[src/rtl/fractional_delay_line_core_defines.svh]
// Assertion macros for the fractional delay line core.
// Used by the top level only; no other dependencies.
`ifndef FRACTIONAL_DELAY_LINE_CORE_DEFINES_SVH
`define FRACTIONAL_DELAY_LINE_CORE_DEFINES_SVH
`ifndef SYNTHESIS
// cond must hold at every edge outside reset
`define FDL_ASSERT_ALWAYS(label, clk, rst_n, cond) \
	label: assert property (@(posedge clk) disable iff (!rst_n) (cond)) \
		else $error("fdl: invariant violated");
// cons must hold in the cycle after ante
`define FDL_ASSERT_NEXT(label, clk, rst_n, ante, cons) \
	label: assert property (@(posedge clk) disable iff (!rst_n) (ante) |=> (cons)) \
		else $error("fdl: sequence violated");
`else
`define FDL_ASSERT_ALWAYS(label, clk, rst_n, cond)
`define FDL_ASSERT_NEXT(label, clk, rst_n, ante, cons)
`endif
`endif

[src/rtl/fdl_pkg.sv]
// Shared constants, types and helpers of the fractional delay line.
// No dependencies.
`timescale 1ns / 1ps
`default_nettype none
package fdl_pkg;
	localparam int DEPTH         = 1024;
	localparam int FRACTION_BITS = 16;
	localparam int SAMPLE_BITS   = 24;

	localparam int AW      = (DEPTH > 1) ? $clog2(DEPTH) : 1;
	localparam int FW      = $clog2(DEPTH + 1);
	localparam int DLY_W   = AW + FRACTION_BITS;
	localparam int TDATA_W = ((SAMPLE_BITS + 7) / 8) * 8;
	localparam int PDATA_W = (DLY_W > 32) ? 64 : 32;
	localparam int ADDR_W  = (DLY_W > 32) ? 4 : 3;
	localparam int RIDX_W  = ADDR_W - ((DLY_W > 32) ? 3 : 2);

	localparam logic [RIDX_W-1:0] REG_DELAY = '0;

	typedef logic [AW-1:0]            idx_t;
	typedef logic [FRACTION_BITS-1:0] frac_t;
	typedef logic signed [SAMPLE_BITS-1:0] sample_t;

	// read-head placement from the configuration block
	typedef struct packed {
		logic  load;
		idx_t  idx;
		frac_t frac;
	} head_load_t;

	function automatic idx_t next_idx(input idx_t i);
		next_idx = (i == AW'(DEPTH - 1)) ? '0 : idx_t'(i + 1'b1);
	endfunction
endpackage
`default_nettype wire

[src/rtl/fdl_cfg.sv]
// APB register block: delay register, saturation and read-head placement.
// Depends on fdl_pkg.
`timescale 1ns / 1ps
`default_nettype none
module fdl_cfg import fdl_pkg::*; (
	input  wire                clk,
	input  wire                arst_n,
	input  wire                psel,
	input  wire                penable,
	input  wire                pwrite,
	input  wire [ADDR_W-1:0]   paddr,
	input  wire [PDATA_W-1:0]  pwdata,
	output logic [PDATA_W-1:0] prdata,
	output logic               pready,
	input  idx_t               wr_idx,
	output head_load_t         head
);
	localparam int PW = DLY_W + 2;
	localparam logic [DLY_W-1:0] DELAY_MAX = {AW'(DEPTH - 1), {FRACTION_BITS{1'b0}}};
	localparam logic [PW-1:0]    SPAN      = PW'(DEPTH) << FRACTION_BITS;

	logic [DLY_W-1:0] delay_q;
	logic [DLY_W-1:0] delay_sat;
	logic [PW-1:0]    pos_raw;
	logic [PW-1:0]    pos;
	logic             sel_delay;
	logic             wr_delay;

	assign pready    = 1'b1;
	assign sel_delay = (paddr[ADDR_W-1:ADDR_W-RIDX_W] == REG_DELAY);
	assign wr_delay  = psel & penable & pwrite & pready & sel_delay;

	assign delay_sat = (pwdata > PDATA_W'(DELAY_MAX)) ? DELAY_MAX : pwdata[DLY_W-1:0];

	always_comb begin
		pos_raw = {2'b00, wr_idx, {FRACTION_BITS{1'b0}}} + SPAN - {2'b00, delay_sat};
		pos     = (pos_raw >= SPAN) ? PW'(pos_raw - SPAN) : pos_raw;
	end

	assign head.load = wr_delay;
	assign head.idx  = pos[DLY_W-1:FRACTION_BITS];
	assign head.frac = pos[FRACTION_BITS-1:0];

	always_ff @(posedge clk or negedge arst_n) begin
		if (!arst_n) begin
			delay_q <= '0;
		end else if (wr_delay) begin
			delay_q <= delay_sat;
		end
	end

	assign prdata = sel_delay ? PDATA_W'(delay_q) : '0;
endmodule
`default_nettype wire

[config.mk]
export PLATFORM = sky130hd
export DESIGN_NAME = fdl_cfg
export DESIGN_NICKNAME = d
export VERILOG_FILES = /design/src/rtl/fractional_delay_line_core_defines.svh /design/src/rtl/fdl_pkg.sv /design/src/rtl/fdl_cfg.sv
export SDC_FILE = /design/constraint.sdc
export NUM_CORES = 1
export LEC_CHECK = 0
export BUFFER_PORTS_ARGS = -buffer_cell sky130_fd_sc_hd__buf_2
export CORE_ASPECT_RATIO = 1.1
export CORE_UTILIZATION = 35
export DETAILED_ROUTE_END_ITERATION = 6
export PLACE_DENSITY = 0.66
export SLEW_MARGIN = 0
export SYNTH_ARGS = -nofsm -noshare
export SYNTH_HDL_FRONTEND = slang
export SYNTH_SLANG_ARGS = --single-unit
[constraint.sdc]
create_clock -name clk -period 4.6 [get_ports clk]
set_input_delay 0.69 -clock clk [delete_from_list [all_inputs] [get_ports clk]]
set_output_delay 0.69 -clock clk [all_outputs]
set_load 0.03 [all_outputs]
==> metrics.csv <==
stage;metric;value;unit
status;status;finished, final reports clean;
drt;drt pass-1 iters;4;
drt;DRC Markers;0;
clocking;clock transition at the registers of the reported paths;0.10;ns
critical_path;most frequent CP cell;nor2_4;
floorplan;Die H;86.6;um
critical_path;worst-path cell chain;buf_2 > or4_4 > or3_4 > nor2_4 > nor2_4 > nor2_4 > ha_4 > a21o_1 > a31o_4 > maj3_2 > a22o_1 > mux2i_2 > xor2_2 > buf_2;
placed_design;Post-Place Cells;476;
clocking;# clock sinks;26;
global_routing;vias in the first global route;2220;
drt;Vias;2441;
critical_path;Setup CP Type;input pin to primary output;
critical_path;Data arrival, critical path;3.80;ns
drt;routed length per placed instance;13.5;um
sta;f_max;223;MHz
layout;layout net count;460;
logic_synthesis;count of flip-flops with a built-in enable after synthesis;0;
layout;commonest non-fill, non-tap cell in the layout;buf_2;
sta;final hold vios;0;
drt;post-route ant nets;0;
critical_path;slowest stage delay, CP;0.52;ns
global_routing;initial antenna violation count;0;
sta;Hold Worst Slack;0.410;ns
sta;Finish-stage setup viols;0;
sta;Final Skew;0;ns
sta;RSZ-0062 raised after global routing;false;
logic_synthesis;post-synth cell types;55;
logic_synthesis;Mean Syn Cell Area;7.88;um2
sta;Max Slew Vio Count;0;
min_path;Hold WC Path Type;input pin to async pin;
critical_path;critical path's slowest cell;or4_4;
sta;final worst path period need;4.49;ns
drt;vias per cell;5.09;
floorplan;Ports;110;
floorplan;die area;6830;um2
critical_path;Worst setup EP type;primary output;
layout;Largest regs;delay_q: 26 flops;
clocking;Post-CTS Setup Bufs;0;
floorplan;Core Area;6230;um2
layout;Area Growth Syn to Fin;36.7;%
placed_design;HPWL Detailed;5050;um
pwr;PD cells;206;nW/um2
logic_synthesis;dominant synthesized flop cell;dfrtp_1;
drt;1st-iter DRT viols;128;
sta;Fin Setup TNS;0;ns
clocking;H-tree Lvls;1;
global_routing;total grt overflow;0;
critical_path;Crit path max-delay family;simple AND/OR/NAND/NOR gates;
layout;layout cells sized above 1;40.3;%
layout;non-filler cells in the finished layout;480;
floorplan;die width;78.9;um
sta;Worst Tran Pin Value;0.645;ns
logic_synthesis;#FFs+latches synth;26;
pwr;Pleak;1.63;nW
critical_path;worst path bufs/invs;2;
clocking;CTS Hold Bufs;0;
run;number of max-cap violations;0;
pwr;total power draw;0.000642;W
drt;DRT Wirelength;6480;um
clocking;CTS tree;yes;
logic_synthesis;fraction of registers with async set/reset;100;%
sta;Tcrit/Tclk final;97.7;%
layout;n_diodes;0;
critical_path;CP startpoint kind;input pin;
sta;Slew headroom;56.7;%
placed_design;dpl ws;-0.0223;ns
global_routing;GRT Total Usage;18.9;%
critical_path;Required @ worst endpoint;3.91;ns
logic_synthesis;Syn Inst Count;289;
layout;largest reg by FF count;delay_q;
floorplan;starting density of the core;36.5;%
clocking;Inserted Clock Buffers;3;
logic_synthesis;mapped cell area;2280;um2
sta;slack of the critical path;0.106;ns
logic_synthesis;Seq/Total Area, Yosys;28.6;%
floorplan;Rows;30;
clocking;Clock Latency Late Sink;0.27;ns
placed_design;input/output buffers;100;
critical_path;CP max FO;4;
clocking;post-CTS resize count;1;
clocking;CTS root buf;clkbuf_8;
global_routing;first-pass GRT wire length;10200;um
layout;commonest non-fill, non-tap cells in the layout;buf_2 (99), nand2_1 (47);
pwr;worst vdd ir;0.0000989;V
clocking;CTS Buffer Depth;2;
logic_synthesis;YS warnings;0;
placed_design;gpl congestion;0.905;
global_routing;maximum number of pins on one net before global-route repair;38;
layout;Largest register FFs;26;
## final timing paths
path,from,end,slack (ns),cells after the start
worst max-delay path,pwdata[28],head[23],0.11,14
worst min-delay path,arst_n,delay_q[21],0.41,1
worst max register to register,delay_q[14],delay_q[14],3.86,1
worst min register to register,delay_q[5],delay_q[5],0.47,2
max in group asynchronous,arst_n,delay_q[18],3.79,1
min in group clk,delay_q[5],delay_q[5],0.47,2
## metal layers
layer | share of wire, % | global-route usage, % | up-vias
met5 | 0 | 0 | -
met4 | 2.0 | 6.78 | 0
met3 | 5.8 | 1.79 | 12
met2 | 48 | 32.3 | 101
met1 | 44 | 24.8 | 1126
li1 | - | - | 1202
## cell families (layout without fill, tap and decap cells)
family / after synthesis / count (layout) / share of synthesized area, %
buf+inv: 27 / 133 / 6.82
compound gates: 55 / 55 / 15.9
other cells: 2 / 7 / 0.330
mux: 8 / 8 / 4.01
xor+xnor: 18 / 18 / 6.93
flops: 26 / 26 / 28.6
simple gates: 142 / 142 / 31.6
fa+ha+maj: 11 / 11 / 5.83
## final cells by class
type / instances / area [um2]
repair buffers: 126 / 698
clock buffers: 3 / 41.3
fillers: 631 / 3120
inverters: 3 / 11.3
well taps: 80 / 100
flip-flops and latches: 26 / 651
multi-input cells: 241 / 1580
clock inverters: 1 / 30.0
## per-stage QoR
step / area (um2) / util (%)
after detailed placement: 3010 / 48.3
after global placement: 3010 / 48.3
after floorplan: 2370 / -
after global routing: 3110 / 49.9
after CTS: 3080 / 49.5
final: 3110 / 49.9
## report_power, final
part	switching (W)	internal [W]
combinational	0.000122	0.0000697
clock	0.0000781	0.000117
sequential	0.00000841	0.000247
total	0.000209	0.000433
## synth_stat cells (all sizes together), types with 3 or more instances
| master | n | area share (%) |
|---|---|---|
| a21o | 4 | 1.3 |
| a21oi | 9 | 2.1 |
| and2 | 3 | 0.82 |
| buf | 14 | 4.7 |
| clkbuf | 10 | 1.6 |
| dfrtp | 26 | 29 |
| ha | 9 | 4.9 |
| inv | 3 | 0.49 |
| mux2 | 6 | 3.1 |
| nand2 | 48 | 8.0 |
| nand3 | 11 | 2.4 |
| nand4 | 5 | 1.4 |
| nor2 | 30 | 4.9 |
| nor2b | 26 | 7.1 |
| nor3 | 5 | 1.1 |
| nor4 | 3 | 2.1 |
| o21ai | 22 | 5.0 |
| o22ai | 3 | 1.1 |
| or3 | 3 | 0.82 |
| xnor2 | 11 | 4.2 |
| xor2 | 7 | 2.7 |
No activity file was read; power rests on OpenSTA's default activity.
