## src/rtl/fractional_delay_line_core_defines.svh

```systemverilog
// Assertion macros for the fractional delay line core.
// Used by the top level only; no other dependencies.
`ifndef FRACTIONAL_DELAY_LINE_CORE_DEFINES_SVH
`define FRACTIONAL_DELAY_LINE_CORE_DEFINES_SVH
`ifndef SYNTHESIS
// cond must hold at every edge outside reset
`define FDL_ASSERT_ALWAYS(label, clk, rst_n, cond) \
	label: assert property (@(posedge clk) disable iff (!rst_n) (cond)) \
		else $error("fdl: invariant violated");
// cons must hold in the cycle after ante
`define FDL_ASSERT_NEXT(label, clk, rst_n, ante, cons) \
	label: assert property (@(posedge clk) disable iff (!rst_n) (ante) |=> (cons)) \
		else $error("fdl: sequence violated");
`else
`define FDL_ASSERT_ALWAYS(label, clk, rst_n, cond)
`define FDL_ASSERT_NEXT(label, clk, rst_n, ante, cons)
`endif
`endif

```

## src/rtl/fdl_pkg.sv

```systemverilog
// Shared constants, types and helpers of the fractional delay line.
// No dependencies.
`timescale 1ns / 1ps
`default_nettype none
package fdl_pkg;
	localparam int DEPTH         = 1024;
	localparam int FRACTION_BITS = 16;
	localparam int SAMPLE_BITS   = 24;

	localparam int AW      = (DEPTH > 1) ? $clog2(DEPTH) : 1;
	localparam int FW      = $clog2(DEPTH + 1);
	localparam int DLY_W   = AW + FRACTION_BITS;
	localparam int TDATA_W = ((SAMPLE_BITS + 7) / 8) * 8;
	localparam int PDATA_W = (DLY_W > 32) ? 64 : 32;
	localparam int ADDR_W  = (DLY_W > 32) ? 4 : 3;
	localparam int RIDX_W  = ADDR_W - ((DLY_W > 32) ? 3 : 2);

	localparam logic [RIDX_W-1:0] REG_DELAY = '0;

	typedef logic [AW-1:0]            idx_t;
	typedef logic [FRACTION_BITS-1:0] frac_t;
	typedef logic signed [SAMPLE_BITS-1:0] sample_t;

	// read-head placement from the configuration block
	typedef struct packed {
		logic  load;
		idx_t  idx;
		frac_t frac;
	} head_load_t;

	function automatic idx_t next_idx(input idx_t i);
		next_idx = (i == AW'(DEPTH - 1)) ? '0 : idx_t'(i + 1'b1);
	endfunction
endpackage
`default_nettype wire

```

## src/rtl/fdl_interp.sv

```systemverilog
// Interpolation pipeline: difference, weight multiply, round and add,
// ending in the output register. Depends on fdl_pkg.
`timescale 1ns / 1ps
`default_nettype none
module fdl_interp import fdl_pkg::*; (
	input  wire                clk,
	input  wire                arst_n,
	input  wire                in_valid,
	output logic               in_ready,
	input  sample_t            a,
	input  sample_t            b,
	input  frac_t              frac,
	output logic               m_tvalid,
	input  wire                m_tready,
	output logic [TDATA_W-1:0] m_tdata
);
	localparam int PRW = SAMPLE_BITS + FRACTION_BITS + 2;

	logic signed [SAMPLE_BITS:0] diff_s2;
	sample_t                     a_s2;
	frac_t                       frac_s2;
	logic                        v2_q;
	logic signed [PRW-1:0]       prod_s3;
	sample_t                     a_s3;
	logic                        v3_q;
	sample_t                     y_q;
	logic                        ov_q;

	logic                        out_free;
	logic                        rdy3;
	logic signed [PRW-1:0]       rnd;
	logic signed [SAMPLE_BITS+1:0] q;
	logic signed [SAMPLE_BITS+1:0] y_wide;

	assign out_free = !ov_q || m_tready;
	assign rdy3     = !v3_q || out_free;
	assign in_ready = !v2_q || rdy3;

	always_comb begin
		rnd    = prod_s3 + PRW'(1 << (FRACTION_BITS - 1));
		q      = rnd[PRW-1:FRACTION_BITS];
		y_wide = $signed({{2{a_s3[SAMPLE_BITS-1]}}, a_s3}) + q;
	end

	always_ff @(posedge clk or negedge arst_n) begin
		if (!arst_n) begin
			v2_q <= 1'b0;
			v3_q <= 1'b0;
			ov_q <= 1'b0;
		end else begin
			if (in_ready) v2_q <= in_valid;
			if (rdy3) v3_q <= v2_q;
			if (out_free) ov_q <= v3_q;
		end
	end

	always_ff @(posedge clk) begin
		if (in_ready) begin
			diff_s2 <= $signed({b[SAMPLE_BITS-1], b}) - $signed({a[SAMPLE_BITS-1], a});
			a_s2    <= a;
			frac_s2 <= frac;
		end
		if (rdy3) begin
			prod_s3 <= diff_s2 * $signed({1'b0, frac_s2});
			a_s3    <= a_s2;
		end
		if (out_free) begin
			y_q <= y_wide[SAMPLE_BITS-1:0];
		end
	end

	assign m_tvalid = ov_q;
	assign m_tdata  = TDATA_W'($unsigned(y_q));
endmodule
`default_nettype wire
```

## config.mk

```make
export PLATFORM = sky130hd
export DESIGN_NAME = fdl_interp
export DESIGN_NICKNAME = d
export VERILOG_FILES = /design/src/rtl/fractional_delay_line_core_defines.svh /design/src/rtl/fdl_pkg.sv /design/src/rtl/fdl_interp.sv
export SDC_FILE = /design/constraint.sdc
export NUM_CORES = 1
export LEC_CHECK = 0
export ABC_AREA = 0
export BUFFER_PORTS_ARGS = -buffer_cell sky130_fd_sc_hd__buf_4
export CAP_MARGIN = 10
export CORE_ASPECT_RATIO = 1.1
export CORE_UTILIZATION = 70
export CTS_BUF_LIST = sky130_fd_sc_hd__clkbuf_8
export CTS_CLUSTER_DIAMETER = 50
export DETAILED_ROUTE_END_ITERATION = 10
export PLACE_DENSITY = 0.89
export RECOVER_POWER = 100
export SYNTH_ARGS = -nofsm -noshare
export SYNTH_HDL_FRONTEND = slang
export SYNTH_SLANG_ARGS = --single-unit
```

## constraint.sdc

```tcl
create_clock -name clk -period 9.8 [get_ports clk]
set_clock_uncertainty 0.15 [all_clocks]
set_input_delay 1.47 -clock clk [delete_from_list [all_inputs] [get_ports clk]]
set_output_delay 1.47 -clock clk [all_outputs]
set_load 0.005 [all_outputs]
```

==> results.py, run 1 <==
metrics = {
    "cts": {
        "post-cts-setup-buffers": 0,
        "clk_path_buf_depth": 2,
        "clockRootBuffer": "clkbuf_8",
        "clk_pin_slew_ns": 0.09,
        "tritoncts": "done",
        "cts.htree.levels": 4,
        "cts.repair.resized": 0,
        "cts_sinks": 141,
        "ctsHoldBuffers": 0,
        "insertion_delay_ns": 0.50,
        "cts_buffers": 17,
    },
    "global_route": {
        "grt_pass1_wl_um": 78800,
        "grt_start_max_net_pins": 68,
        "antenna_found_initial": 1,
        "grt_use_total_pct": 35.0,
        "grt_overflow": 0,
        "grt_pass1_vias": 16502,
    },
    "cells_and_area": {
        "final_area_mm2": 0.0215,
        "fin_util_pct": 75.2,
        "syn_to_final_growth_pct": 5.86,
        "nets": 2685,
        "fill_cells": 1832,
        "most-common-layout-cells": "inv_1 (484), fa_1 (379), nand2_1 (280)",
        "drive_gt1_share_pct": 5.41,
        "layout_commonest_cell": "inv_1",
        "diodes": 0,
    },
    "timing": {
        "rsz0062_at_grt": "no",
        "finalSetupViolations": 0,
        "hold_violations": 0,
        "fmax_mhz": 133,
        "period_minus_slack_ns": 7.52,
        "drv_slew": 119,
        "period_share_pct": 76.8,
        "setup_tns_ns": 0,
        "worst_slew_pin_slew_ns": 4.24,
        "finalHoldWorstSlack_ns": 0.275,
        "slew_headroom_pct": -183,
    },
    "route": {
        "routed_wl_um": 47500,
        "drtAntennaViolNets": 0,
        "drc_errors": 0,
        "viasPerCell": 5.87,
        "vias": 14524,
        "wire_per_inst_um": 19.2,
        "drtIter0Drc": 1217,
        "firstDrtPassIters": 6,
    },
    "setup_path": {
        "start_kind": "flip-flop",
        "crit_fanout": 25,
        "worstPathArrival_ns": 7.59,
        "max_stage_delay_ns": 1.13,
        "worstSetupPathType": "flip-flop to flip-flop",
        "cp_slowest_cell": "edfxtp_1",
        "required_ns": 9.87,
        "critical_path_buf_inv_count": 3,
        "crit_chain": "nand2_1 -> fa_1 -> inv_1 -> fa_1 -> fa_1 -> fa_1 -> fa_1 -> inv_1 -> fa_1 -> inv_1 -> ha_1 -> nand3_1 -> nor2_1 -> nand3_1 -> o211ai_1 -> a21oi_1 -> o31ai_1 -> nand3_1 -> a21oi_1 -> xor2_1",
        "path_delay_family": "adder cells",
        "end_kind": "flip-flop",
        "cp_common_cell": "fa_1",
    },
    "floorplan": {
        "start_util_pct": 71.0,
        "rows": 65,
        "die_area_mm2": 0.0297,
        "coreArea_mm2": 0.0286,
        "die_w_um": 165,
        "fp.dieH_um": 181,
        "boundaryPins": 94,
    },
    "yosys": {
        "synth_area_leaders": "fa_1 (37%), edfxtp_1 (20%), inv_1 (8.9%)",
        "synth_area_mm2": 0.0203,
        "yosysSeqAreaShare_pct": 20.7,
        "synth_flop_cell": "edfxtp_1",
        "yosysTopAreaCellShare_pct": 37.3,
        "yosys.area.top_type": "fa_1",
        "avgSynthCellArea_um2": 9.98,
        "synth_cells": 2037,
        "synth-seq-cells": 141,
        "synth_edf_count": 138,
        "synthesis.nets": 2628,
        "synth_cell_types": 60,
        "async_reset_ff_share_pct": 2.13,
        "yosys_warnings": 0,
    },
    "placement": {
        "dpl.hpwl_um": 36700,
        "gp_congestion": 0.893,
        "place_area_mm2": 0.0213,
        "port_buffers": 93,
    },
    "hold_path": {
        "hold_class": "flip-flop to flip-flop",
    },
    "outcome": {
        "violations": "max-capacitance violations, max-slew violations",
        "outcome": "complete, but fails checks",
    },
    "run": {
        "drv_cap": 2,
    },
}
==> metrics by stage <==
| stage | std cells | setup slack, ns |
|---|---|---|
| 4_1_cts | 2474 | 2.67 |
| 3_5_place_dp | 2442 | 2.70 |
| 2_1_floorplan | 2037 | 3.61 |
| 6_report | 2475 | 2.28 |
| 3_3_place_gp | 2442 | 3.01 |
| 5_1_grt | 2475 | 2.04 |
==> final cells by class <==
type,instances,area [um^2],share of cell area [%]
Clock inverter,15,125,0.581
Multi-Input combinational cell,1356,14000,65.2
Tap cell,368,460,2.14
Inverter,482,1810,8.40
Timing Repair Buffer,96,642,2.98
Clock buffer,17,234,1.09
Sequential cell,141,4220,19.6
==> metal layers <==
layer / global-route usage (%) / up-vias / part of all wire [%]
met5: 0 / - / 0
met1: 40.2 / 7270 / 35
met3: 6.22 / 239 / 6.2
met4: 20.8 / 0 / 6.3
met2: 60.7 / 712 / 52
li1: - / 6303 / -
==> final timing paths <==
check	cells past startpoint	startpoint	end	slack (ns)
setup / recovery	20	frac_s2[8]	prod_s3[31]	2.28
max in group asynchronous	1	arst_n	v2_q	8.70
min in group asynchronous	1	arst_n	m_tvalid	0.64
setup reg to reg	20	frac_s2[8]	prod_s3[31]	2.28
hold reg to reg	0	a_s2[2]	a_s3[2]	0.27
hold / removal	0	a_s2[2]	a_s3[2]	0.27
==> state kept, by name, indices dropped and copies added, names as in the netlist <==
signal    flops
m_tvalid      1
m_tdata      24
a_s2         24
v3_q          1
a_s3         24
diff_s2      25
frac_s2      16
v2_q          1
prod_s3      25
==> cell families after synthesis <==
family                   count (synthesis)  share of synthesized area (%)
buffers and inverters                  540                           9.97
adder cells (fa/ha/maj)                523                           46.2
AO/OA/AOI/OAI                          163                           5.49
flip-flops                             141                           20.7
AND/OR/NAND/NOR                        574                           13.5
multiplexers                             1                         0.0492
XOR/XNOR                                95                           4.09
==> cells in the mapped netlist (14+ instances only) <==
library cell / count
inv_1: 482
fa_1: 379
nand2_1: 280
and2_1: 148
ha_1: 144
edfxtp_1: 138
xnor2_1: 70
clkbuf_1: 58
nor2_1: 51
a21oi_1: 48
xor2_1: 25
a21o_1: 21
nand3_1: 21
nor3_1: 21
o21ai_0: 16
o21a_1: 14
Power of run 1 is left out: the tool's default activity adds up to more than one toggle a clock period on the data nets, which glitch-free logic cannot reach.
==> inputs of run 2 (changes only) <==
Settings changed: CORE_UTILIZATION 70 to 66, PLACE_DENSITY 0.89 to 0.85.
Clock period 9.8 ns to 7.7 ns, I/O delays scaled along.
==> run 2 against run 1 <==
Compared with the run above:
- the flow finishes with violations (design-rule violations, max-capacitance violations, max-slew violations)
- cell count rose by 2.2%
- non-clock buffer count is 9 higher
- die area grew 6.0%
- routed wire length fell by 3.1%
- critical path depth rose by 2
- critical endpoint unchanged
==> results.py, run 2 (synthesis results as in run 1) <==
metrics = {
    "route": {
        "routed_wl_um": 46100,
        "drc_errors": 4,
        "drtAntennaViolNets": 0,
        "wire_per_inst_um": 18.2,
        "firstDrtPassIters": 8,
        "viasPerCell": 5.69,
        "drtIter0Drc": 1098,
        "vias": 14399,
    },
    "global_route": {
        "grt_overflow": 0,
        "grt_start_max_net_pins": 67,
        "grt_pass1_wl_um": 75900,
        "grt_pass1_vias": 16094,
        "antenna_found_initial": 1,
        "grt_use_total_pct": 31.7,
    },
    "cells_and_area": {
        "regArea_mm2": 0.00422,
        "fill_cells": 2107,
        "drive_gt1_share_pct": 6.00,
        "multiInputGateArea_mm2": 0.0140,
        "fin_cells": 2530,
        "syn_to_final_growth_pct": 6.56,
        "fin_util_pct": 71.2,
        "nets": 2694,
        "reg_top3": "diff_s2 (25), prod_s3 (25)",
        "diodes": 0,
        "most-common-layout-cells": "inv_1 (482), fa_1 (379), nand2_1 (280)",
        "layout_commonest_cell": "inv_1",
    },
    "setup_path": {
        "cp_slowest_cell": "edfxtp_1",
        "reg2regPathDepth": 22,
        "end_kind": "flip-flop",
        "cp_common_cell": "fa_1",
        "worstReg2RegEnd": "prod_s3[31]",
        "crit_path_start": "frac_s2[8]",
        "path_delay_family": "adder cells",
        "cp.depth": 22,
        "crit_fanout": 25,
        "worstSetupPathType": "flip-flop to flip-flop",
        "required_ns": 7.79,
        "max_stage_delay_ns": 1.08,
        "start_kind": "flip-flop",
        "reg2reg_from": "frac_s2[8]",
        "endpoint": "prod_s3[31]",
        "crit_chain": "nand2_1 -> fa_1 -> inv_1 -> fa_1 -> inv_1 -> fa_1 -> inv_1 -> fa_1 -> fa_1 -> inv_1 -> fa_1 -> inv_1 -> ha_1 -> nand3_1 -> nor2_1 -> nand3_1 -> o211ai_2 -> a21oi_1 -> o31ai_1 -> nand3_1 -> a21oi_1 -> xor2_1",
        "ff2ff_setup_slack_ns": 0.53,
        "critical_path_buf_inv_count": 5,
        "worstPathArrival_ns": 7.26,
    },
    "timing": {
        "period_share_pct": 93.1,
        "drv_slew": 118,
        "fmax_mhz": 139,
        "rsz0062_at_grt": "no",
        "setup_tns_ns": 0,
        "finalSetupViolations": 0,
        "finalHoldWorstSlack_ns": 0.257,
        "period_minus_slack_ns": 7.17,
        "worst_slew_pin_slew_ns": 4.13,
        "hold_violations": 0,
        "slew_headroom_pct": -176,
    },
    "placement": {
        "placed_cells": 2497,
        "gp_congestion": 0.872,
        "dpl.hpwl_um": 36500,
        "port_buffers": 93,
    },
    "hold_path": {
        "min-delay-start": "a_s2[17]",
        "hold_class": "flip-flop to flip-flop",
    },
    "run": {
        "drv_cap": 2,
    },
    "cts": {
        "ctsHoldBuffers": 0,
        "cts_buffers": 17,
        "cts_sinks": 141,
        "tritoncts": "done",
        "post-cts-setup-buffers": 0,
        "cts.repair.resized": 0,
        "clk_path_buf_depth": 2,
        "insertion_delay_ns": 0.49,
        "clk_pin_slew_ns": 0.11,
        "cts.htree.levels": 4,
        "clockRootBuffer": "clkbuf_8",
    },
    "floorplan": {
        "die_w_um": 169,
        "fp.dieH_um": 186,
        "rows": 67,
        "boundaryPins": 94,
        "die_area_mm2": 0.0315,
        "coreArea_mm2": 0.0304,
        "start_util_pct": 66.8,
    },
    "outcome": {
        "violations": "design-rule violations, max-capacitance violations, max-slew violations",
        "outcome": "complete, but fails checks",
    },
}
-- run 2: changes by cell type in the layout (fill, tap and decap cells not counted), moves of 2 or more --
cell,delta
buf_4,+10
inv_6,+5
clkinv_4,-3
inv_8,+3
clkinvlp_4,-2
inv_1,-2
-- run 2: layout make-up --
cell class | count | share of cell area (%)
Timing Repair Buffer | 105 | 3.29
Tap cell | 414 | 2.39
Inverter | 482 | 8.35
Multi-Input combinational cell | 1356 | 64.7
Sequential cell | 141 | 19.5
Clock inverter | 15 | 0.693
Clock buffer | 17 | 1.08
-- run 2: how the worst min path moves through the flow --
stage,to,slack (ns),depth (start not counted)
finish,a_s3[17],0.26,0
global route,a_s3[17],0.27,0
CTS,a_s3[17],0.25,0
detailed placement,a_s3[13],0.25,0
global placement,a_s3[13],0.25,0
floorplan,a_s3[0],0.25,0
-- run 2: per-stage QoR --
stage	area (um^2)	worst slack (ns)
CTS	21800	0.638
floorplan	20300	1.51
global placement	21400	0.945
global route	21700	0.206
finish	21700	0.530
detailed placement	21400	0.627
-- run 2: metal layers --
metal  vias up  track usage [%]  wire length, um
met5         -                0                0
met3       210             4.44             2800
li1       6325                -                -
met1      7218             35.4            15900
met4         0             20.2             2880
met2       646             57.4            24500
Power of run 2 is left out for the same reason.
